<file path="config.mk">
export PLATFORM = sky130hd
export DESIGN_NAME = half_bridge_break_before_make_top
export DESIGN_NICKNAME = d
export VERILOG_FILES = /design/src/hdl/hbbm_pkg.sv /design/src/hdl/hbbm_core.sv /design/src/hdl/half_bridge_break_before_make_top.sv
export SDC_FILE = /design/constraint.sdc
export NUM_CORES = 1
export LEC_CHECK = 0
export CAP_MARGIN = 10
export CORE_ASPECT_RATIO = 1.2
export CORE_MARGIN = 1.5
export CORE_UTILIZATION = 64
export CTS_CLUSTER_DIAMETER = 60
export CTS_CLUSTER_SIZE = 8
export DETAILED_ROUTE_END_ITERATION = 10
export DONT_BUFFER_PORTS = 1
export PLACE_DENSITY = 0.8
export SLEW_MARGIN = 20
export SYNTH_ARGS = -nofsm -noshare
export SYNTH_HDL_FRONTEND = slang
export SYNTH_SLANG_ARGS = --single-unit
</file>
<file path="constraint.sdc">
create_clock -name clk -period 6.7 [get_ports clk]
set_clock_uncertainty 0.05 [all_clocks]
set_input_delay 0.335 -clock clk [delete_from_list [all_inputs] [get_ports clk]]
set_output_delay 0.335 -clock clk [all_outputs]
set_load 0.005 [all_outputs]
</file>
<file path="src/hdl/hbbm_pkg.sv">
// Shared types and constants for the half bridge break-before-make driver.
// No dependencies; imported by hbbm_core and the top level.

package hbbm_pkg;

  // Field widths
  localparam int unsigned HalfPeriodW = 24;
  localparam int unsigned DeadTimeW   = 16;
  localparam int unsigned StateW      = 2;
  localparam int unsigned CfgIndexW   = 2;
  localparam int unsigned CfgDataW    = 24;

  // Saturation limits of the tick counters
  localparam logic [HalfPeriodW-1:0] PeriodMax = {HalfPeriodW{1'b1}};
  localparam logic [DeadTimeW-1:0]   DeadMax   = {DeadTimeW{1'b1}};

  // Dead time after reset
  localparam logic [DeadTimeW-1:0] DeadTimeReset = DeadTimeW'(1000);

  // Configuration register indexes
  typedef enum logic [CfgIndexW-1:0] {
    REG_MODE        = 2'd0,
    REG_HALF_PERIOD = 2'd1,
    REG_DEAD_TIME   = 2'd2
  } cfg_reg_t;

  // Output state codes (code 3 drives as ground)
  localparam logic [StateW-1:0] ST_GROUND = 2'd0;
  localparam logic [StateW-1:0] ST_HIGH   = 2'd1;
  localparam logic [StateW-1:0] ST_HIGHZ  = 2'd2;

  // One result item
  typedef struct packed {
    logic              high_switch;
    logic              low_switch;
    logic              busy;
    logic [StateW-1:0] current_state;
  } hbbm_res_t;

endpackage

</file>
<file path="src/hdl/hbbm_core.sv">
// Switching state of the half bridge driver: configuration registers, timers
// and switch levels, advanced by one tick per step strobe. Uses hbbm_pkg.

module hbbm_core
  import hbbm_pkg::*;
(
  input  logic                 clk,
  input  logic                 rst,
  input  logic                 cfg_write,
  input  logic [CfgIndexW-1:0] cfg_index,
  input  logic [CfgDataW-1:0]  cfg_data,
  input  logic                 step,
  input  logic                 request_valid,
  input  logic [StateW-1:0]    requested_state,
  input  logic                 pause,
  output hbbm_res_t            res_next
);

  typedef enum logic [1:0] {
    PH_STANDBY   = 2'd0,
    PH_RECONNECT = 2'd2
  } phase_t;

  // Configuration
  logic                   mode;
  logic [HalfPeriodW-1:0] half_period_ticks;
  logic [DeadTimeW-1:0]   dead_time_ticks;

  // Tick state
  phase_t                 phase,          phase_next;
  logic                   high_target,    high_target_next;
  logic                   low_target,     low_target_next;
  logic                   high_level,     high_level_next;
  logic                   low_level,      low_level_next;
  logic [DeadTimeW-1:0]   dead_counter,   dead_counter_next;
  logic [HalfPeriodW-1:0] period_counter, period_counter_next;
  logic                   toggle_bit,     toggle_bit_next;
  logic [StateW-1:0]      last_state,     last_state_next;
  logic                   pending,        pending_next;

  logic              freq;
  logic              change;
  logic [StateW-1:0] target_state;
  logic              tgt_high, tgt_low;

  assign freq = mode && (half_period_ticks != '0);

  // One tick of the switching sequence
  always_comb begin
    phase_next          = phase;
    high_target_next    = high_target;
    low_target_next     = low_target;
    high_level_next     = high_level;
    low_level_next      = low_level;
    dead_counter_next   = dead_counter;
    period_counter_next = period_counter;
    toggle_bit_next     = toggle_bit;
    last_state_next     = last_state;
    pending_next        = pending;
    change              = 1'b0;
    target_state        = ST_GROUND;

    // latch any request
    if (request_valid) begin
      last_state_next = requested_state;
      pending_next    = 1'b1;
    end

    if (period_counter != PeriodMax) begin
      period_counter_next = period_counter + 1'b1;
    end

    // change source: stored request in manual mode, half period in freq mode
    if (!freq) begin
      if (pending_next) begin
        pending_next = 1'b0;
        change       = 1'b1;
        target_state = last_state_next;
      end
    end else if (!pause && (period_counter_next >= half_period_ticks)) begin
      period_counter_next = '0;
      toggle_bit_next     = !toggle_bit;
      change              = 1'b1;
      target_state        = toggle_bit_next ? ST_HIGH : ST_GROUND;
    end

    // unused phase codes fall back to ground
    if (!change && (phase != PH_STANDBY) && (phase != PH_RECONNECT)) begin
      change       = 1'b1;
      target_state = ST_GROUND;
    end

    // targets for the chosen state
    unique case (target_state)
      ST_HIGH:  begin tgt_high = 1'b1; tgt_low = 1'b0; end
      ST_HIGHZ: begin tgt_high = 1'b0; tgt_low = 1'b0; end
      default:  begin tgt_high = 1'b0; tgt_low = 1'b1; end
    endcase

    if (change) begin
      // break: open what must go off now, restart the dead time
      high_target_next  = tgt_high;
      low_target_next   = tgt_low;
      if (!tgt_high) high_level_next = 1'b0;
      if (!tgt_low)  low_level_next  = 1'b0;
      dead_counter_next = '0;
      phase_next        = PH_RECONNECT;
    end else if (phase == PH_RECONNECT) begin
      // make: close the new switches once the dead time is out
      if (dead_counter != DeadMax) dead_counter_next = dead_counter + 1'b1;
      if (dead_counter_next >= dead_time_ticks) begin
        if (high_target) high_level_next = 1'b1;
        if (low_target)  low_level_next  = 1'b1;
        phase_next = PH_STANDBY;
      end
    end
  end

  assign res_next.high_switch   = high_level_next;
  assign res_next.low_switch    = low_level_next;
  assign res_next.busy          = (phase_next == PH_RECONNECT);
  assign res_next.current_state = last_state_next;

  // State and configuration registers
  always_ff @(posedge clk) begin
    if (rst) begin
      mode              <= 1'b0;
      half_period_ticks <= '0;
      dead_time_ticks   <= DeadTimeReset;
      phase             <= PH_STANDBY;
      high_target       <= 1'b0;
      low_target        <= 1'b1;
      high_level        <= 1'b0;
      low_level         <= 1'b1;
      dead_counter      <= '0;
      period_counter    <= '0;
      toggle_bit        <= 1'b0;
      last_state        <= ST_GROUND;
      pending           <= 1'b0;
    end else begin
      if (step) begin
        phase          <= phase_next;
        high_target    <= high_target_next;
        low_target     <= low_target_next;
        high_level     <= high_level_next;
        low_level      <= low_level_next;
        dead_counter   <= dead_counter_next;
        period_counter <= period_counter_next;
        toggle_bit     <= toggle_bit_next;
        last_state     <= last_state_next;
        pending        <= pending_next;
      end
      // register writes; mode and half period restart the toggling
      if (cfg_write) begin
        unique case (cfg_index)
          REG_MODE: begin
            mode           <= cfg_data[0];
            toggle_bit     <= 1'b0;
            period_counter <= '0;
            if (half_period_ticks == '0) begin
              last_state <= ST_GROUND;
              pending    <= 1'b1;
            end
          end
          REG_HALF_PERIOD: begin
            half_period_ticks <= cfg_data[HalfPeriodW-1:0];
            toggle_bit        <= 1'b0;
            period_counter    <= '0;
            if (cfg_data[HalfPeriodW-1:0] == '0) begin
              last_state <= ST_GROUND;
              pending    <= 1'b1;
            end
          end
          REG_DEAD_TIME: dead_time_ticks <= cfg_data[DeadTimeW-1:0];
          default: ;
        endcase
      end
    end
  end

endmodule

</file>
<file path="src/hdl/half_bridge_break_before_make_top.sv">
// Top level of the half bridge break-before-make driver: request handshake
// and result register around hbbm_core. Uses hbbm_pkg.
//
// Usage:
//   Each input request is one time tick with an optional state request
//   (request_valid, requested_state) and a pause flag. For every accepted
//   request one result is produced: the high and low switch drive levels,
//   busy_res while the dead time is being waited out, and current_state.
//   The result is registered and valid in the cycle after the request is accepted.
//   Throughput: one request per cycle; the tick update is a single pass of
//   logic from the state registers into the result register.
//   The output register lets a new request in while the previous result is
//   taken in the same cycle; when the receiver stalls with a result held,
//   in_ready drops until that result is taken.
//   Configuration: cfg_write with cfg_index (0 mode, 1 half period,
//   2 dead time) and cfg_data, written while no request is in flight.
//   Reset (rst, synchronous): manual mode, dead time 1000 ticks, low switch
//   closed, high switch open, no result pending.

module half_bridge_break_before_make_top
  import hbbm_pkg::*;
(
  input  logic                 clk,
  input  logic                 rst,
  // configuration
  input  logic                 cfg_write,
  input  logic [CfgIndexW-1:0] cfg_index,
  input  logic [CfgDataW-1:0]  cfg_data,
  // tick requests
  input  logic                 in_valid,
  output logic                 in_ready,
  input  logic                 request_valid,
  input  logic [StateW-1:0]    requested_state,
  input  logic                 pause,
  // results
  output logic                 out_valid,
  input  logic                 out_ready,
  output logic                 high_switch,
  output logic                 low_switch,
  output logic                 busy_res,
  output logic [StateW-1:0]    current_state
);

  logic      accept;
  hbbm_res_t res_next;
  hbbm_res_t res;

  assign in_ready = !out_valid || out_ready;
  assign accept   = in_valid && in_ready;

  hbbm_core u_core (
    .clk             (clk),
    .rst             (rst),
    .cfg_write       (cfg_write),
    .cfg_index       (cfg_index),
    .cfg_data        (cfg_data),
    .step            (accept),
    .request_valid   (request_valid),
    .requested_state (requested_state),
    .pause           (pause),
    .res_next        (res_next)
  );

  // Result register
  always_ff @(posedge clk) begin
    if (rst) begin
      out_valid <= 1'b0;
    end else if (accept) begin
      out_valid <= 1'b1;
    end else if (out_ready) begin
      out_valid <= 1'b0;
    end
  end

  always_ff @(posedge clk) begin
    if (accept) begin
      res <= res_next;
    end
  end

  assign high_switch   = res.high_switch;
  assign low_switch    = res.low_switch;
  assign busy_res      = res.busy;
  assign current_state = res.current_state;

  // No shoot-through: both switches never closed together
  a_no_shoot: assert property (@(posedge clk) disable iff (rst)
    out_valid |-> !(high_switch && low_switch))
    else $error("high and low switch closed together");

  // Every accepted request yields a result next cycle
  a_result: assert property (@(posedge clk) disable iff (rst)
    accept |=> out_valid)
    else $error("accepted request produced no result");

  // A stalled result is neither dropped nor overwritten
  a_hold: assert property (@(posedge clk) disable iff (rst)
    (out_valid && !out_ready) |=> (out_valid && $stable(res)))
    else $error("stalled result lost or changed");

endmodule
</file>
# == Word level (Yosys, flattened, before mapping) ==
# Cells that the tools add are included.
# Widths: inputs -> output; s select.
# word_totals
inputBits,35
out_inout_bits,7
romBits,0
ram_bits,0
latch_bits,0
mem_count,0
ff_bits,97
elab_cells,110
# classes
bitwise_logic,0
n_shift,0
addsub,2
eq_ne,9
muxes,55
n_div,0
n_lt_le_gt_ge,2
n_reduce_logical,24
multipliers,0
# op_table
op,n
$mux 24,6
$mux 16,5
$logic_not 24->1,2
$mux 1,30
$add 24x1->24 const B,1
$ge 24x24->1,1
$mux 2,12
$ne 24x24->1 const B,1
$reduce_bool 24->1,1
$add 16x1->16 const B,1
$ge 16x16->1,1
$ne 16x16->1 const B,1
$reduce_and 2->1,5
$eq 2x2->1 const B,4
$reduce_bool 2->1,3
$logic_and 1x1->1,5
$eq 2x1->1 const B,2
$logic_not 1->1,4
$pmux 2 s2,1
$reduce_or 2->1,2
$logic_not 2->1,1
$ne 2x2->1 const B,1
$pmux 1 s2,1
$logic_or 1x1->1,1

# == Logic depth before layout (Yosys ltp) ==
# depth
depth_word,16
ltp_mapped,19
ltp_nobuf,19

# == Hierarchy ==
# A second synthesis with hierarchy kept.
# unflattened
cells_unflattened,698
hier_area_um2,5685.5
# modules_own_cells
mod,cells_each,area_per_inst_um2,n_inst,seq_area_each_um2
hbbm_core,688,5480.3,1,1821.7
half_bridge_break_before_make_top,10,205.2,1,170.2

# == Worst setup path before layout ==
# No wires, ideal clock.
# synth_timing
kind,register to register
start,reg u_core.period_counter[3]
end,reg u_core.low_level
path_buffers,1
setup_time_ps,145
synth_period_minus_slack_ps,4028
t_arrival_ps,3833
path_slack_ps,2672
stages_incl_launch_ff,20
required_time_ps,6505
cell_sequence,dfxtp_1 -> buf_2 -> nand4_1 -> nor3_1 -> o21ai_1 -> or3_1 -> o21a_1 -> nand2b_1 -> ha_1 -> nand4_1 -> nor3_1 -> nand2_1 -> o2111a_1 -> a21oi_1 -> ha_1 -> o21ai_0 -> o21ai_0 -> ha_1 -> a211oi_1 -> o221ai_1
# synth_via
elab_chain_len,14
word_cells_on_any_way,19
cone_classes,add/sub (1); order compare (1); eq/ne (3); mux (9); reduce/logical (5)
# synth_lines
element,line,rtl
from (decl),hbbm_core.sv:36,"logic [HalfPeriodW-1:0] period_counter, period_counter_next;"
from (signal assigned),hbbm_core.sv:148,period_counter <= period_counter_next;
$add 24x1->24 / $ne 24x24->1 (equally long branches),"hbbm_core.sv:70, hbbm_core.sv:69",
$mux 24 (*),hbbm_core.sv:69,if (period_counter != PeriodMax) begin
$ge 24x24->1 (*),hbbm_core.sv:80,end else if (!pause && (period_counter_next >= half_period_ticks)) begin
$logic_and 1x1->1 (*),hbbm_core.sv:80,
$mux 1,hbbm_core.sv:80,
$mux 1,hbbm_core.sv:74,if (!freq) begin
$logic_not 1->1,hbbm_core.sv:88,if (!change && (phase != PH_STANDBY) && (phase != PH_RECONNECT)) begin
$logic_and 1x1->1 (2 in series),hbbm_core.sv:88,
$mux 2,hbbm_core.sv:88,
$eq 2x1->1 / $eq 2x2->1 (equally long branches),hbbm_core.sv:94,unique case (target_state)
$reduce_or 2->1 (no source line),n/a,
$mux 1,hbbm_core.sv:105,if (!tgt_low) low_level_next = 1'b0;
$mux 1 (*),hbbm_core.sv:100,if (change) begin
to (signal assigned),hbbm_core.sv:146,low_level <= low_level_next;
to (decl),hbbm_core.sv:34,"logic low_level, low_level_next;"
# Every way passes the cells marked *; elsewhere a longest branch is shown, timed or not.
# A chain may end at the register's enable or synchronous reset.

# == Final worst setup path ==
# layout_timing
start,reg u_core.period_counter[3]
end,reg u_core.dead_counter[6]
# layout_via
elab_chain_len,12
word_cells_on_any_way,14
cone_classes,add/sub (1); order compare (1); eq/ne (1); mux (5); reduce/logical (6)
# layout_lines
element,line,rtl
$add 24x1->24 / $ne 24x24->1 (equally long branches),"hbbm_core.sv:70, hbbm_core.sv:69",
$mux 24 (*),hbbm_core.sv:69,
$ge 24x24->1 (*),hbbm_core.sv:80,
$logic_and 1x1->1 (*),hbbm_core.sv:80,
$mux 1 (*),hbbm_core.sv:80,
$mux 1 (*),hbbm_core.sv:74,
$logic_not 1->1,hbbm_core.sv:88,
$logic_and 1x1->1 (2 in series),hbbm_core.sv:88,
$mux 1 (*),hbbm_core.sv:88,
$reduce_bool 2->1 (no source line),n/a,
$reduce_and 2->1 (no source line),n/a,
to (signal assigned),hbbm_core.sv:147,dead_counter <= dead_counter_next;
to (decl),hbbm_core.sv:35,"logic [DeadTimeW-1:0] dead_counter, dead_counter_next;"
# Marks and branches as above.

==> results.yml <==
worst_setup_path:
  rrSetupSlack_ns: 1.87
  crit_type: "flip-flop to flip-flop"
  cp.required_ns: 6.93
  critPathCaptureType: "flip-flop"
  cp.arrival_ns: 5.07
  r2r_cells: 15
  timing.critical_path.to: "u_core.dead_counter[6]$_SDFFE_PP0P_"
  path_max_fanout: 27
  r2r-end: "u_core.dead_counter[6]$_SDFFE_PP0P_"
  rr_startpoint: "u_core.period_counter[3]$_SDFF_PP0_"
  startpoint: "u_core.period_counter[3]$_SDFF_PP0_"
  start_kind: "flip-flop"
clock_network:
  htreeDepth: 3
  tritoncts: "yes"
  clk_pin_slew_ns: 0.10
  clock_latency_ns: 0.39
  post-cts-setup-buffers: 0
  clockBufferDepth: 2
  cts-root-buf: "clkbuf_8"
  numClockSinks: 97
  cts_buffers: 9
placed_design:
  port_buffers: 0
  gp_congestion: 0.878
  dp_cells: 789
  pre_cts_ws_ns: 1.98
  hpwl_um: 10300
global_routing:
  grt_usage_pct: 31.5
  grt_max_degree: 39
  antenna_found_initial: 0
  gr-total-overflow: 0
  grt_pass1_vias: 4681
  grt_first_pass_wirelength_um: 22700
synthesis:
  ys_seq_area_share_pct: 35.3
  synth_edf_count: 5
  synth_area_um2: 5650
  ys_ff_latch: 97
  synth_nets: 778
  syn_inst: 699
  synth_area_leaders: "dfxtp_1 33%, ha_1 9.7%, nand2_1 7.3%, a21oi_1 5.3%, inv_1 3.5%"
  yosysTopAreaCell: "dfxtp_1"
  yosysWarnings: 0
  yosys-top-cells-count: "110 x nand2_1, 92 x dfxtp_1, 60 x a21oi_1, 53 x inv_1, 44 x ha_1"
  synth_area_per_cell_um2: 8.08
  synth_ff_type: "dfxtp_1"
  synth_cell_type_count: 56
  synth_top_area_share_pct: 32.6
  synth_most_common_cell: "nand2_1"
  synthArstFlopShare_pct: 0
timing:
  rsz0062_at_grt: "false"
  hold_viol: 0
  fin_setup_tns_ns: 0
  fmax_mhz: 207
  period_share_pct: 72.1
  finalSetupViolCount: 0
  tightestPinTransition_ns: 0.867
  worst_slack_ns: 1.87
  min_period_ns: 4.83
  slew_headroom_pct: 42.0
  slew_violations: 0
detailed_routing:
  drtPass1Iterations: 5
  routedWlPerCell_um: 17.2
  drtIter0Drc: 421
  drt_wl_total_um: 13900
  drc_errors: 0
  via_count: 4990
  vias_per_cell: 6.18
  antenna_left: 0
cells_and_area:
  nets: 764
  area_growth_pct: 5.32
  antenna_cells: 0
  layout.cells.non_filler: 807
  layout-drive-gt1-share_pct: 5.51
floorplan:
  io_pins: 42
  die_h_um: 106
  num_rows: 37
  start_util_pct: 66.0
  core-area_um2: 8560
  die_area_um2: 9400
  die_w_um: 88.8
worst_hold_path:
  holdCritPathClass: "input port to flip-flop"
power:
  peakVddDrop_v: 0.000158
  p_leak_nw: 2.32
  powerDensity_nw_per_um2: 196
run:
  drv_cap: 0
run_status:
  status: "finished, final reports clean"
critical path, cell delays in order (launching register included):
cell	delay, ns
dfxtp_1	0.46
nand4_1	0.28
nor3_1	0.33
o21ai_1	0.25
nor3_1	0.41
nand4_1	0.23
xnor2_1	0.19
ha_1	0.31
nand4_1	0.14
nor3_1	0.28
nand2_1	0.09
o2111a_1	0.30
a211o_1	0.42
buf_4	0.28
and2_1	0.32
a221o_1	0.39
routing by layer:
metal	part of all wire (%)	track usage [%]
met5	0	0
met2	48	48.9
met3	6.0	6.06
met4	3.3	14.3
met1	43	41.9
registers in the layout, indices dropped and copies added (netlist names):
signal / flops
u_core.pending: 1
current_state: 2
low_switch: 1
u_core.toggle_bit: 1
u_core.low_target: 1
u_core.phase: 2
u_core.dead_time_ticks: 16
u_core.high_level: 1
u_core.mode: 1
busy_res: 1
u_core.last_state: 2
u_core.period_counter: 24
u_core.dead_counter: 16
u_core.half_period_ticks: 24
out_valid: 1
u_core.high_target: 1
high_switch: 1
u_core.low_level: 1
where the power goes:
group / switching [mW] / internal (mW) / leakage (nW)
Combinational: 0.0757 / 0.0431 / 1.42
Sequential: 0.0110 / 0.598 / 0.794
Clock: 0.214 / 0.221 / 0.109
worst min-delay path by stage:
stage,from,end,slack (ns),cells after the start
6_report,in_valid,out_valid$_SDFFE_PP0P_,0.02,2
5_1_grt,in_valid,out_valid$_SDFFE_PP0P_,0.004,2
4_1_cts,rst,u_core.high_level$_SDFFE_PP0P_,0.005,1
3_5_place_dp,rst,u_core.pending$_SDFF_PP0_,0.36,1
2_1_floorplan,u_core.period_counter[15]$_SDFF_PP0_,u_core.period_counter[15]$_SDFF_PP0_,0.39,2
3_3_place_gp,rst,u_core.pending$_SDFF_PP0_,0.36,1
cell families (layout without fill, tap and decap cells):
family,Yosys count,count (layout),synth area share (%)
and+or+nand+nor,268,268,23.4
xor gates and xnor gates,27,27,4.19
adders and majority gates,44,44,9.75
AOI/OAI and AO/OA,175,175,20.8
buffers and inverters,84,75,5.82
muxes,4,4,0.775
DFF,97,97,35.3
final cells by class:
class                           instances  area (um^2)
Clock buffer                           10          138
Clock inverter                          6         88.8
Fill cell                             709         2620
Inverter                               54          203
Multi-Input combinational cell        518         3330
Sequential cell                        97         1990
Tap cell                              117          146
Timing Repair Buffer                    5         52.6
repair_timing:
action,CTS,global route
hold buffers,1,1
endpoints found under the hold margin,38,1
gates resized for setup,0,0
stage by stage:
step	hold WS (ns)	cell area [um^2]	total power, mW	util, %
after floorplan	0.386	5650	0.710	-
after global placement	0.357	5690	0.730	66.5
after detailed placement	0.360	5690	0.733	66.5
after CTS	0.00527	5940	1.16	69.3
after global routing	0.00384	5950	1.21	69.5
final	0.0188	5950	1.16	69.5
layout by cell type, fill, tap and decap left out, types with 7 or more instances in the layout:
master,netlist,final
a22o_1,22,22
o211ai_1,12,12
dfxtp_1,92,92
nor3_1,11,11
and2_1,11,11
nand4_1,21,21
nand2_1,110,110
a21oi_1,60,60
clkbuf_8,0,10
o21ai_0,21,21
xor2_1,7,7
nor4_1,13,13
a21o_1,7,7
nor2_1,41,41
xnor2_1,20,20
o31ai_1,8,8
and3_1,13,13
ha_1,44,44
inv_1,53,53
nand3_1,15,15
Note: power is estimated with default switching activity, not from simulation.
